==> src/sv/dual_isa_instruction_class_decoder_assert.svh <==
// Assertion macros shared by the decoder RTL.
`ifndef DUAL_ISA_INSTRUCTION_CLASS_DECODER_ASSERT_SVH
`define DUAL_ISA_INSTRUCTION_CLASS_DECODER_ASSERT_SVH

// Implication checked on every clock edge outside reset.
`define DICD_ASSERT_IMP(label, clk, rst_n, ante, cons, msg) \
  label: assert property (@(posedge clk) disable iff (!rst_n) (ante) |-> (cons)) \
    else $error(msg);

// Next-cycle implication checked outside reset.
`define DICD_ASSERT_NEXT(label, clk, rst_n, ante, cons, msg) \
  label: assert property (@(posedge clk) disable iff (!rst_n) (ante) |=> (cons)) \
    else $error(msg);

`endif

==> src/sv/dicd_pkg.sv <==
package dicd_pkg;

  typedef enum logic [5:0] {
    W_BRANCH = 6'd0, W_BX = 6'd1, W_CDP = 6'd2, W_DP_IMM = 6'd3, W_DP_ISH = 6'd4,
    W_DP_RSH = 6'd5, W_SWAP = 6'd6, W_HALF_IMM = 6'd7, W_HALF_REG = 6'd8,
    W_LS_IMM = 6'd9, W_LS_MULT = 6'd10, W_LS_REG = 6'd11, W_SGN_IMM = 6'd12,
    W_SGN_REG = 6'd13, W_MCR = 6'd14, W_MRC = 6'd15, W_REG_MOVE = 6'd16,
    W_MRS = 6'd17, W_MSR_IMM = 6'd18, W_MSR_REG = 6'd19, W_MUL = 6'd20,
    W_MULL = 6'd21, W_SWI = 6'd22, W_UNDEF = 6'd23,
    C_ALU = 6'd24, C_ALU_EXT = 6'd25, C_ADD_PCSP = 6'd26, C_ADDSUB_IMM = 6'd27,
    C_ADDSUB_REG = 6'd28, C_ADJ_SP = 6'd29, C_BX = 6'd30, C_FAR_PRE = 6'd31,
    C_FAR_SUF = 6'd32, C_BRANCH = 6'd33, C_BCOND = 6'd34, C_IMM_OP = 6'd35,
    C_LIT_LOAD = 6'd36, C_BYTE_IMM = 6'd37, C_HALF_IMM = 6'd38, C_LS_MULT = 6'd39,
    C_REG_OFS = 6'd40, C_STACK_REL = 6'd41, C_WORD_IMM = 6'd42, C_SHIFT_IMM = 6'd43,
    C_SWI = 6'd44, C_PUSH_POP = 6'd45, C_UNDEF = 6'd46
  } class_e;

  localparam logic [3:0] CondAlways = 4'd14;

  localparam int unsigned FlSave = 0;
  localparam int unsigned FlWb   = 1;
  localparam int unsigned FlByte = 2;
  localparam int unsigned FlUp   = 3;
  localparam int unsigned FlPre  = 4;
  localparam int unsigned FlLink = 5;
  localparam int unsigned FlHalf = 6;
  localparam int unsigned FlSign = 7;

  typedef struct packed {
    class_e      instr_class;
    logic [3:0]  cond_code;
    logic [3:0]  reg_dest;
    logic [3:0]  reg_base;
    logic [3:0]  reg_second;
    logic [3:0]  reg_shift;
    logic [23:0] imm_value;
    logic [4:0]  shift_amount;
    logic [1:0]  shift_kind;
    logic [3:0]  op_select;
    logic [7:0]  flag_bits;
  } result_t;

endpackage

==> src/sv/dual_isa_instruction_class_decoder.sv <==
// Instruction class decoder for a dual instruction set core. Each transaction
// carries one instruction word and a set selector (mode_i = 0 for the 32-bit
// set, 1 for the 16-bit compact set, which uses only opcode_i[15:0]). The
// block returns one result transaction with the instruction class and the
// operand fields of that class; fields a class does not use are zero. The
// 32-bit set is classed on bits 27:20 and 7:4 only. An accepted input passes
// the input register and the decode logic into the result register, which
// raises result valid. One transaction is accepted per clock while the pipe
// advances: an input register feeds a single level of decode logic whose
// output lands in a result register, and both stages advance together
// whenever the result register is empty or being drained. Input stall is
// raised only while a valid result is held by a stalled receiver.
module dual_isa_instruction_class_decoder (
  input  logic        clk_i,
  input  logic        rst_ni,
  input  logic        in_valid_i,
  output logic        in_stall_o,
  input  logic [31:0] opcode_i,
  input  logic        mode_i,
  output logic        out_valid_o,
  input  logic        out_stall_i,
  output logic [5:0]  instr_class_o,
  output logic [3:0]  cond_code_o,
  output logic [3:0]  reg_dest_o,
  output logic [3:0]  reg_base_o,
  output logic [3:0]  reg_second_o,
  output logic [3:0]  reg_shift_o,
  output logic [23:0] imm_value_o,
  output logic [4:0]  shift_amount_o,
  output logic [1:0]  shift_kind_o,
  output logic [3:0]  op_select_o,
  output logic [7:0]  flag_bits_o
);
  import dicd_pkg::*;

  // Two stage pipeline: input register, then result register.
  logic        in_vld_q, out_vld_q;
  logic [31:0] op_q;
  logic        mode_q;
  result_t     res_d, res_q;
  logic        adv;

  // The whole pipe moves when the result register can take new data.
  assign adv        = !out_vld_q || !out_stall_i;
  assign in_stall_o = !adv;

  always_ff @(posedge clk_i or negedge rst_ni) begin
    if (!rst_ni) begin
      in_vld_q  <= 1'b0;
      out_vld_q <= 1'b0;
    end else if (adv) begin
      in_vld_q  <= in_valid_i;
      out_vld_q <= in_vld_q;
    end
  end

  always_ff @(posedge clk_i) begin
    if (adv) begin
      op_q   <= opcode_i;
      mode_q <= mode_i;
      res_q  <= res_d;
    end
  end

  // Decode logic.
  always_comb begin
    logic [31:0] op;
    logic        tst;
    logic        save;
    logic [4:0]  t5;
    class_e      cls;
    op   = op_q;
    tst  = (op[24:23] == 2'b10) && !op[20];
    save = op[20];
    t5   = op[15:11];
    cls  = W_UNDEF;
    res_d = '0;
    if (!mode_q) begin
      case (op[27:25])
        3'd5: cls = W_BRANCH;
        3'd7: cls = op[24] ? W_SWI : (!op[4] ? W_CDP : (op[20] ? W_MRC : W_MCR));
        3'd6: cls = W_UNDEF;
        3'd4: cls = W_LS_MULT;
        3'd2: cls = W_LS_IMM;
        3'd3: cls = op[4] ? W_UNDEF : W_LS_REG;
        3'd1: cls = tst ? (op[21] ? W_MSR_IMM : W_REG_MOVE) : W_DP_IMM;
        default: begin
          if (!op[4])      cls = tst ? (op[21] ? W_MSR_REG : W_MRS) : W_DP_ISH;
          else if (!op[7]) cls = tst ? W_BX : W_DP_RSH;
          else begin
            case (op[6:5])
              2'd0:    cls = op[24] ? W_SWAP : (op[23] ? W_MULL : W_MUL);
              2'd1:    cls = op[22] ? W_HALF_IMM : W_HALF_REG;
              default: cls = op[22] ? W_SGN_IMM : W_SGN_REG;
            endcase
          end
        end
      endcase
      res_d.instr_class = cls;
      res_d.cond_code   = op[31:28];
      case (cls)
        W_BRANCH: begin
          res_d.imm_value = op[23:0];
          res_d.flag_bits[FlLink] = op[24];
        end
        W_BX: begin
          res_d.reg_second = op[3:0]; res_d.reg_dest = op[15:12];
          res_d.reg_base = op[19:16]; res_d.op_select = {3'b0, op[22]};
        end
        W_CDP, W_MCR, W_MRC: begin
          res_d.reg_second = op[3:0]; res_d.imm_value = {21'b0, op[7:5]};
          res_d.reg_shift = op[11:8]; res_d.reg_dest = op[15:12];
          res_d.reg_base = op[19:16];
          res_d.op_select = (cls == W_CDP) ? op[23:20] : {1'b0, op[23:21]};
        end
        W_DP_IMM: begin
          res_d.imm_value = {16'b0, op[7:0]}; res_d.shift_amount = {1'b0, op[11:8]};
          res_d.reg_dest = op[15:12]; res_d.reg_base = op[19:16];
          res_d.flag_bits[FlSave] = save; res_d.op_select = op[24:21];
        end
        W_DP_ISH, W_DP_RSH: begin
          res_d.reg_second = op[3:0]; res_d.shift_kind = op[6:5];
          if (cls == W_DP_ISH) res_d.shift_amount = op[11:7];
          else res_d.reg_shift = op[11:8];
          res_d.reg_dest = op[15:12]; res_d.reg_base = op[19:16];
          res_d.flag_bits[FlSave] = save; res_d.op_select = op[24:21];
        end
        W_SWAP: begin
          res_d.reg_second = op[3:0]; res_d.reg_dest = op[15:12];
          res_d.reg_base = op[19:16]; res_d.flag_bits[FlByte] = op[22];
        end
        W_HALF_IMM, W_HALF_REG, W_SGN_IMM, W_SGN_REG, W_LS_IMM, W_LS_REG: begin
          if (cls == W_HALF_IMM || cls == W_SGN_IMM)
            res_d.imm_value = {16'b0, op[11:8], op[3:0]};
          else if (cls == W_LS_IMM) res_d.imm_value = {12'b0, op[11:0]};
          else res_d.reg_second = op[3:0];
          if (cls == W_LS_REG) begin
            res_d.shift_kind = op[6:5]; res_d.shift_amount = op[11:7];
          end
          res_d.reg_dest = op[15:12]; res_d.reg_base = op[19:16];
          res_d.op_select = {3'b0, op[20]};
          res_d.flag_bits[FlWb] = op[21]; res_d.flag_bits[FlUp] = op[23];
          res_d.flag_bits[FlPre] = op[24];
          res_d.flag_bits[FlByte] = (cls == W_LS_IMM || cls == W_LS_REG) && op[22];
          res_d.flag_bits[FlHalf] = (cls == W_SGN_IMM || cls == W_SGN_REG) && op[5];
        end
        W_LS_MULT: begin
          res_d.imm_value = {8'b0, op[15:0]}; res_d.reg_base = op[19:16];
          res_d.op_select = {2'b0, op[22], op[20]};
          res_d.flag_bits[FlWb] = op[21]; res_d.flag_bits[FlUp] = op[23];
          res_d.flag_bits[FlPre] = op[24];
        end
        W_REG_MOVE: begin
          res_d.reg_dest = op[15:12]; res_d.reg_base = op[19:16];
        end
        W_MRS: begin
          res_d.reg_dest = op[15:12]; res_d.op_select = {3'b0, op[22]};
        end
        W_MSR_IMM: begin
          res_d.imm_value = {16'b0, op[7:0]}; res_d.shift_amount = {1'b0, op[11:8]};
          res_d.reg_base = op[19:16]; res_d.op_select = {3'b0, op[22]};
        end
        W_MSR_REG: begin
          res_d.reg_second = op[3:0]; res_d.shift_kind = op[6:5];
          res_d.shift_amount = op[11:7]; res_d.reg_base = op[19:16];
          res_d.op_select = {3'b0, op[22]};
        end
        W_MUL, W_MULL: begin
          res_d.reg_second = op[3:0]; res_d.reg_shift = op[11:8];
          res_d.reg_base = op[15:12]; res_d.reg_dest = op[19:16];
          res_d.op_select = {3'b0, op[21]};
          res_d.flag_bits[FlSave] = save;
          res_d.flag_bits[FlSign] = (cls == W_MULL) && op[22];
        end
        W_SWI: res_d.imm_value = op[23:0];
        default: ;
      endcase
    end else begin
      res_d.cond_code = CondAlways;
      case (op[15:13])
        3'd0: begin
          if (op[12:11] != 2'b11) cls = C_SHIFT_IMM;
          else cls = op[10] ? C_ADDSUB_IMM : C_ADDSUB_REG;
        end
        3'd1: cls = C_IMM_OP;
        3'd2: begin
          if (op[15:10] == 6'h10)      cls = C_ALU;
          else if (op[15:10] == 6'h11) cls = (op[9:8] == 2'b11) ? C_BX : C_ALU_EXT;
          else if (t5 == 5'h09)        cls = C_LIT_LOAD;
          else                         cls = C_REG_OFS;
        end
        3'd3: cls = op[12] ? C_BYTE_IMM : C_WORD_IMM;
        3'd4: cls = op[12] ? C_STACK_REL : C_HALF_IMM;
        3'd5: begin
          if (!op[12])                cls = C_ADD_PCSP;
          else if (op[11:8] == 4'd0)  cls = C_ADJ_SP;
          else if (op[10:9] == 2'b10) cls = C_PUSH_POP;
          else                        cls = C_UNDEF;
        end
        3'd6: begin
          if (!op[12])                cls = C_LS_MULT;
          else if (op[11:8] == 4'hf)  cls = C_SWI;
          else if (op[11:8] == 4'he)  cls = C_UNDEF;
          else                        cls = C_BCOND;
        end
        default: begin
          case (t5)
            5'h1c:   cls = C_BRANCH;
            5'h1d:   cls = C_UNDEF;
            5'h1e:   cls = C_FAR_PRE;
            default: cls = C_FAR_SUF;
          endcase
        end
      endcase
      res_d.instr_class = cls;
      case (cls)
        C_ALU: begin
          res_d.reg_dest = {1'b0, op[2:0]}; res_d.reg_second = {1'b0, op[5:3]};
          res_d.op_select = op[9:6];
        end
        C_ALU_EXT: begin
          res_d.reg_dest = {op[7], op[2:0]}; res_d.reg_second = op[6:3];
          res_d.op_select = {2'b0, op[9:8]};
        end
        C_ADD_PCSP, C_STACK_REL: begin
          res_d.imm_value = {16'b0, op[7:0]}; res_d.reg_dest = {1'b0, op[10:8]};
          res_d.op_select = {3'b0, op[11]};
        end
        C_ADDSUB_IMM, C_ADDSUB_REG: begin
          res_d.reg_dest = {1'b0, op[2:0]}; res_d.reg_base = {1'b0, op[5:3]};
          if (cls == C_ADDSUB_IMM) res_d.imm_value = {21'b0, op[8:6]};
          else res_d.reg_second = {1'b0, op[8:6]};
          res_d.op_select = {3'b0, op[9]};
        end
        C_ADJ_SP: begin
          res_d.imm_value = {17'b0, op[6:0]}; res_d.op_select = {3'b0, op[7]};
        end
        C_BX: res_d.reg_second = op[6:3];
        C_FAR_PRE, C_FAR_SUF, C_BRANCH: res_d.imm_value = {13'b0, op[10:0]};
        C_BCOND: begin
          res_d.imm_value = {16'b0, op[7:0]}; res_d.cond_code = op[11:8];
        end
        C_IMM_OP: begin
          res_d.imm_value = {16'b0, op[7:0]}; res_d.reg_dest = {1'b0, op[10:8]};
          res_d.op_select = {2'b0, op[12:11]};
        end
        C_LIT_LOAD: begin
          res_d.imm_value = {16'b0, op[7:0]}; res_d.reg_dest = {1'b0, op[10:8]};
        end
        C_BYTE_IMM, C_HALF_IMM, C_WORD_IMM: begin
          res_d.reg_dest = {1'b0, op[2:0]}; res_d.reg_base = {1'b0, op[5:3]};
          res_d.imm_value = {19'b0, op[10:6]}; res_d.op_select = {3'b0, op[11]};
        end
        C_LS_MULT: begin
          res_d.imm_value = {16'b0, op[7:0]}; res_d.reg_base = {1'b0, op[10:8]};
          res_d.op_select = {3'b0, op[11]};
        end
        C_REG_OFS: begin
          res_d.reg_dest = {1'b0, op[2:0]}; res_d.reg_base = {1'b0, op[5:3]};
          res_d.reg_second = {1'b0, op[8:6]}; res_d.op_select = {1'b0, op[11:9]};
        end
        C_SHIFT_IMM: begin
          res_d.reg_dest = {1'b0, op[2:0]}; res_d.reg_second = {1'b0, op[5:3]};
          res_d.shift_amount = op[10:6]; res_d.op_select = {2'b0, op[12:11]};
        end
        C_SWI: res_d.imm_value = {16'b0, op[7:0]};
        C_PUSH_POP: begin
          res_d.imm_value = {15'b0, op[8:0]}; res_d.op_select = {3'b0, op[11]};
        end
        default: ;
      endcase
    end
  end

  assign out_valid_o    = out_vld_q;
  assign instr_class_o  = res_q.instr_class;
  assign cond_code_o    = res_q.cond_code;
  assign reg_dest_o     = res_q.reg_dest;
  assign reg_base_o     = res_q.reg_base;
  assign reg_second_o   = res_q.reg_second;
  assign reg_shift_o    = res_q.reg_shift;
  assign imm_value_o    = res_q.imm_value;
  assign shift_amount_o = res_q.shift_amount;
  assign shift_kind_o   = res_q.shift_kind;
  assign op_select_o    = res_q.op_select;
  assign flag_bits_o    = res_q.flag_bits;

`include "dual_isa_instruction_class_decoder_assert.svh"

  `DICD_ASSERT_IMP(a_stall_only_when_full, clk_i, rst_ni,
    in_stall_o, out_vld_q && out_stall_i,
    "input stalled while result register free")
  `DICD_ASSERT_NEXT(a_item_reaches_output, clk_i, rst_ni,
    in_vld_q && adv, out_vld_q,
    "decoded item lost between stages")
  `DICD_ASSERT_NEXT(a_result_holds, clk_i, rst_ni,
    out_vld_q && out_stall_i, out_vld_q && $stable(res_q),
    "stalled result changed")
  `DICD_ASSERT_IMP(a_compact_class_range, clk_i, rst_ni,
    out_vld_q && $past(mode_q && adv), res_q.instr_class >= C_ALU,
    "compact item gave a wide class")

endmodule
==> config.mk <==
export PLATFORM = sky130hd
export DESIGN_NAME = dual_isa_instruction_class_decoder
export DESIGN_NICKNAME = d
export VERILOG_FILES = /design/src/sv/dicd_pkg.sv /design/src/sv/dual_isa_instruction_class_decoder.sv
export VERILOG_INCLUDE_DIRS = /design/src /design/src/sv
export SDC_FILE = /design/constraint.sdc
export NUM_CORES = 1
export LEC_CHECK = 0
export BUFFER_PORTS_ARGS = -buffer_cell sky130_fd_sc_hd__buf_2
export CAP_MARGIN = 10
export CORE_MARGIN = 2
export CORE_UTILIZATION = 47
export DETAILED_ROUTE_END_ITERATION = 8
export HOLD_SLACK_MARGIN = 0.1
export PLACE_DENSITY = 0.7
export SYNTH_ARGS = -nofsm -noshare
export SYNTH_HDL_FRONTEND = slang
export SYNTH_SLANG_ARGS = --single-unit
export TNS_END_PERCENT = 1
==> constraint.sdc <==
create_clock -name clk_i -period 6.5 [get_ports clk_i]
set_clock_uncertainty 0.05 [all_clocks]
set_input_delay 0.65 -clock clk_i [delete_from_list [all_inputs] [get_ports clk_i]]
set_output_delay 0.65 -clock clk_i [all_outputs]
set_load 0.02 [all_outputs]
==> flow_metrics.tcl <==
set metrics [dict create \
    start_util_pct 48.31 \
    post_drt_via_cell_ratio 6.435 \
    die-area_um2 13250 \
    tightest_slew_ns 1.195 \
    critical_path_class "register to register" \
    gp_routability_congestion 0.9130 \
    clk_pin_slew_worst_paths_ns 0.08 \
    worstHoldStart "opcode_i[25]" \
    clock_path_buffers 2 \
    path_max_fanout 30 \
    route.detailed.drc 0 \
    postSynth.topFlopCell "sky130_fd_sc_hd__edfxtp_1" \
    fp.coreArea_um2 12010 \
    syn-cell-area_um2 5803 \
    synthCells 535 \
    timing.reg2reg.setup_slack_ns 2.45 \
    number_of_antenna_violations_at_the_first_check_in_global_routing 0 \
    dr.first_iter.drc_count 495 \
    die_width_um 115.1 \
    cp_data_required_time_ns 6.55 \
    met3_usage_pct 4.639 \
    critPathCapture "imm_value_o[2]$_DFFE_PN_" \
    grt_setup_unrepaired "false" \
    synth.yosys.seq_area_share_pct 53.64 \
    grt_first_pass_wirelength_um 25700 \
    antenna_cells_inserted 0 \
    grt.met1_usage_pct 39.06 \
    antenna_violating_nets_post_route 0 \
    r2r_cells 8 \
    hold_class "input port to register" \
    synthToLayoutAreaGrowth_pct 16.45 \
    clock_sinks 104 \
    synth_enable_flop_cells 102 \
    crit_path_start "op_q[12]$_DFFE_PN_" \
    yosys_cell_types 80 \
    cts_made_buffers 9 \
    dr.pass1.iters 5 \
    grt_overflow 0 \
    place_hpwl_um 12090 \
    r2r_start "op_q[12]$_DFFE_PN_" \
    layout_commonest_cell "sky130_fd_sc_hd__buf_2" \
    net_count_of_the_mapped_netlist 572 \
    insertion_delay_ns 0.35 \
    cts-resized-gates 0 \
    boundaryPins 108 \
    grt_pass1_vias 4513 \
    globalRoute.busiestLayer "met1" \
    power_per_cell_area_nw_per_um2 305.5 \
    worst_ep_arrival_time_ns 4.10 \
    floorplan.rows 40 \
    die_height_um 115.1 \
    status "completed" \
    totalWireLength_um 16960 \
    final-setup-viol-count 0 \
    route.detailed.wl_per_inst_um 21.89 \
    setup_total_negative_slack_ns 0 \
    power.static_leakage_nw 2.709 \
    grt_util_met2_pct 37.29 \
    filler_cells 1038 \
    grt_use_total_pct 26.03 \
    fin_crit_sh_pct 62.37 \
    hold_ws_ns 0.4150 \
    htreeDepth 3 \
    period_needed_ns 4.054 \
    r2r_end "imm_value_o[2]$_DFFE_PN_" \
    ys_async_sr_fraction_pct 1.923 \
    syn_avg_cell_area_um2 10.85 \
    cp-end-kind "register" \
    portBuffers 107 \
    clock-root-buffer "sky130_fd_sc_hd__clkbuf_16" \
    timing.fmax_mhz 246.7 \
    cts_tree "yes" \
    nets 660 \
    grt_start_max_net_pins 66 \
    route.vias.total 4987 \
    max-cap-violations 0 \
    ys_warn_count 0 \
    setup.worst_path.start_class "register" \
    synth-seq-cells 104 \
    final_layout_size_suffix_gt1_share_pct 23.41 \
    worst_slew_margin_rel_pct 19.60 \
    final_cell_mix "sky130_fd_sc_hd__buf_2, sky130_fd_sc_hd__edfxtp_1, sky130_fd_sc_hd__nand2_1, sky130_fd_sc_hd__nor2_1, sky130_fd_sc_hd__a21oi_1" \
    maxSlewViolCount 0 \
    timing_hold_violations_final 0 \
    worst_supply_voltage_drop_on_vdd_uv 193.3 \
]
[critical path, cell delays in order, from the launching register on]
cell and delay (ns):
sky130_fd_sc_hd__edfxtp_1 0.97, sky130_fd_sc_hd__nand2_1 0.21, sky130_fd_sc_hd__nor4b_1 0.64, sky130_fd_sc_hd__a21oi_1 0.16
sky130_fd_sc_hd__and4b_4 0.27, sky130_fd_sc_hd__a311o_1 0.44, sky130_fd_sc_hd__a211oi_1 0.40, sky130_fd_sc_hd__a2bb2oi_1 0.26
sky130_fd_sc_hd__a221o_1 0.40
[routing by layer]
| layer | vias to the layer above | share of wire, % |
|---|---|---|
| li1 | 2292 | - |
| met1 | 2384 | 46 |
| met2 | 274 | 44 |
| met3 | 37 | 7.9 |
| met4 | 0 | 2.9 |
| met5 | - | 0 |
[state kept, by name (all words and copies together), names as in the netlist]
name / count
out_valid_o: 1
cond_code_o: 4
reg_dest_o: 4
reg_second_o: 4
shift_amount_o: 5
imm_value_o: 24
reg_base_o: 4
flag_bits_o: 8
op_q: 32
shift_kind_o: 2
instr_class_o: 6
op_select_o: 4
reg_shift_o: 4
in_vld_q: 1
mode_q: 1
[worst min path at each step]
stage,cells after the start,slack [ns],to
floorplan,0,0.30,in_vld_q$_DFFE_PN0N_
global placement,1,0.38,out_valid_o$_DFFE_PN0N_
finish,1,0.41,op_q[25]$_DFFE_PN_
global route,1,0.41,op_q[5]$_DFFE_PN_
CTS,1,0.40,op_q[25]$_DFFE_PN_
detailed placement,1,0.39,out_valid_o$_DFFE_PN0N_
[logic make-up (layout without fill, tap and decap cells)]
kind of cell	count (synthesis)	after routing	synth area share, %
multiplexers	7	7	1.315
AND/OR/NAND/NOR	194	194	18.07
adder cells (fa/ha/maj)	1	1	0.1725
AO/OA/AOI/OAI	171	171	22.21
flip-flops	104	104	53.64
XOR/XNOR	6	6	0.9057
buffers and inverters	52	145	3.687
[through the flow]
stage | setup slack [ns] | cells | utilization (%) | total power [W] | cell area (um^2)
after global routing | 2.109 | 775 | 56.26 | 0.002155 | 6758
after detailed placement | 2.572 | 758 | 53.40 | 0.001459 | 6414
after global placement | 2.637 | 758 | 53.40 | 0.001461 | 6414
final | 2.446 | 775 | 56.26 | 0.002065 | 6758
after CTS | 2.542 | 775 | 56.26 | 0.002068 | 6758
after floorplan | 2.416 | 535 | - | 0.001286 | 5803
[where the power goes]
| group | switching [W] | total [W] | internal, W |
|---|---|---|---|
| sequential | 0.0000762 | 0.000922 | 0.000846 |
| clock | 0.000263 | 0.000610 | 0.000347 |
| combinational | 0.000350 | 0.000533 | 0.000183 |
| total | 0.000689 | 0.00206 | 0.00138 |
[cells in the mapped netlist, types with 5 or more instances]
master,count,share of area [%]
sky130_fd_sc_hd__nor3_1,12,1.0
sky130_fd_sc_hd__a22o_1,15,2.3
sky130_fd_sc_hd__nor2b_1,9,0.97
sky130_fd_sc_hd__a32o_1,5,0.86
sky130_fd_sc_hd__nand4_1,6,0.65
sky130_fd_sc_hd__o311ai_0,6,0.91
sky130_fd_sc_hd__nand2_1,43,2.8
sky130_fd_sc_hd__o31ai_1,7,0.91
sky130_fd_sc_hd__inv_1,15,0.97
sky130_fd_sc_hd__o22ai_1,7,0.75
sky130_fd_sc_hd__nor4_1,6,0.65
sky130_fd_sc_hd__o22a_1,5,0.75
sky130_fd_sc_hd__a22oi_1,10,1.3
sky130_fd_sc_hd__nand3_1,11,0.95
sky130_fd_sc_hd__a211oi_1,5,0.65
sky130_fd_sc_hd__a221o_1,5,0.86
sky130_fd_sc_hd__buf_2,9,0.78
sky130_fd_sc_hd__nor2_1,42,2.7
sky130_fd_sc_hd__edfxtp_1,102,53
sky130_fd_sc_hd__and3_1,10,1.1
sky130_fd_sc_hd__nand2b_1,9,0.97
sky130_fd_sc_hd__and2_1,13,1.4
sky130_fd_sc_hd__a21oi_1,29,2.5
sky130_fd_sc_hd__or3_1,5,0.54
sky130_fd_sc_hd__o21ai_0,20,1.7
sky130_fd_sc_hd__clkbuf_1,22,1.4
[timing repair]
| item | CTS | global route |
|---|---|---|
| hold buffers | 1 | 0 |
| setup buffers | 0 | 0 |
| setup endpoints to repair | 0 | 0 |
| hold endpoints to repair | 2 | 0 |
[final cells by class]
class	instances	area (um^2)	area share [%]
repair buffers	113	583.1	8.628
flip-flops and latches	104	3113	46.07
clock inverters	7	108.9	1.611
inverters	16	60.06	0.8887
clock buffers	9	225.2	3.333
well taps	147	183.9	2.722
multi-input cells	379	2484	36.75
(Power assumes the default switching activity.)
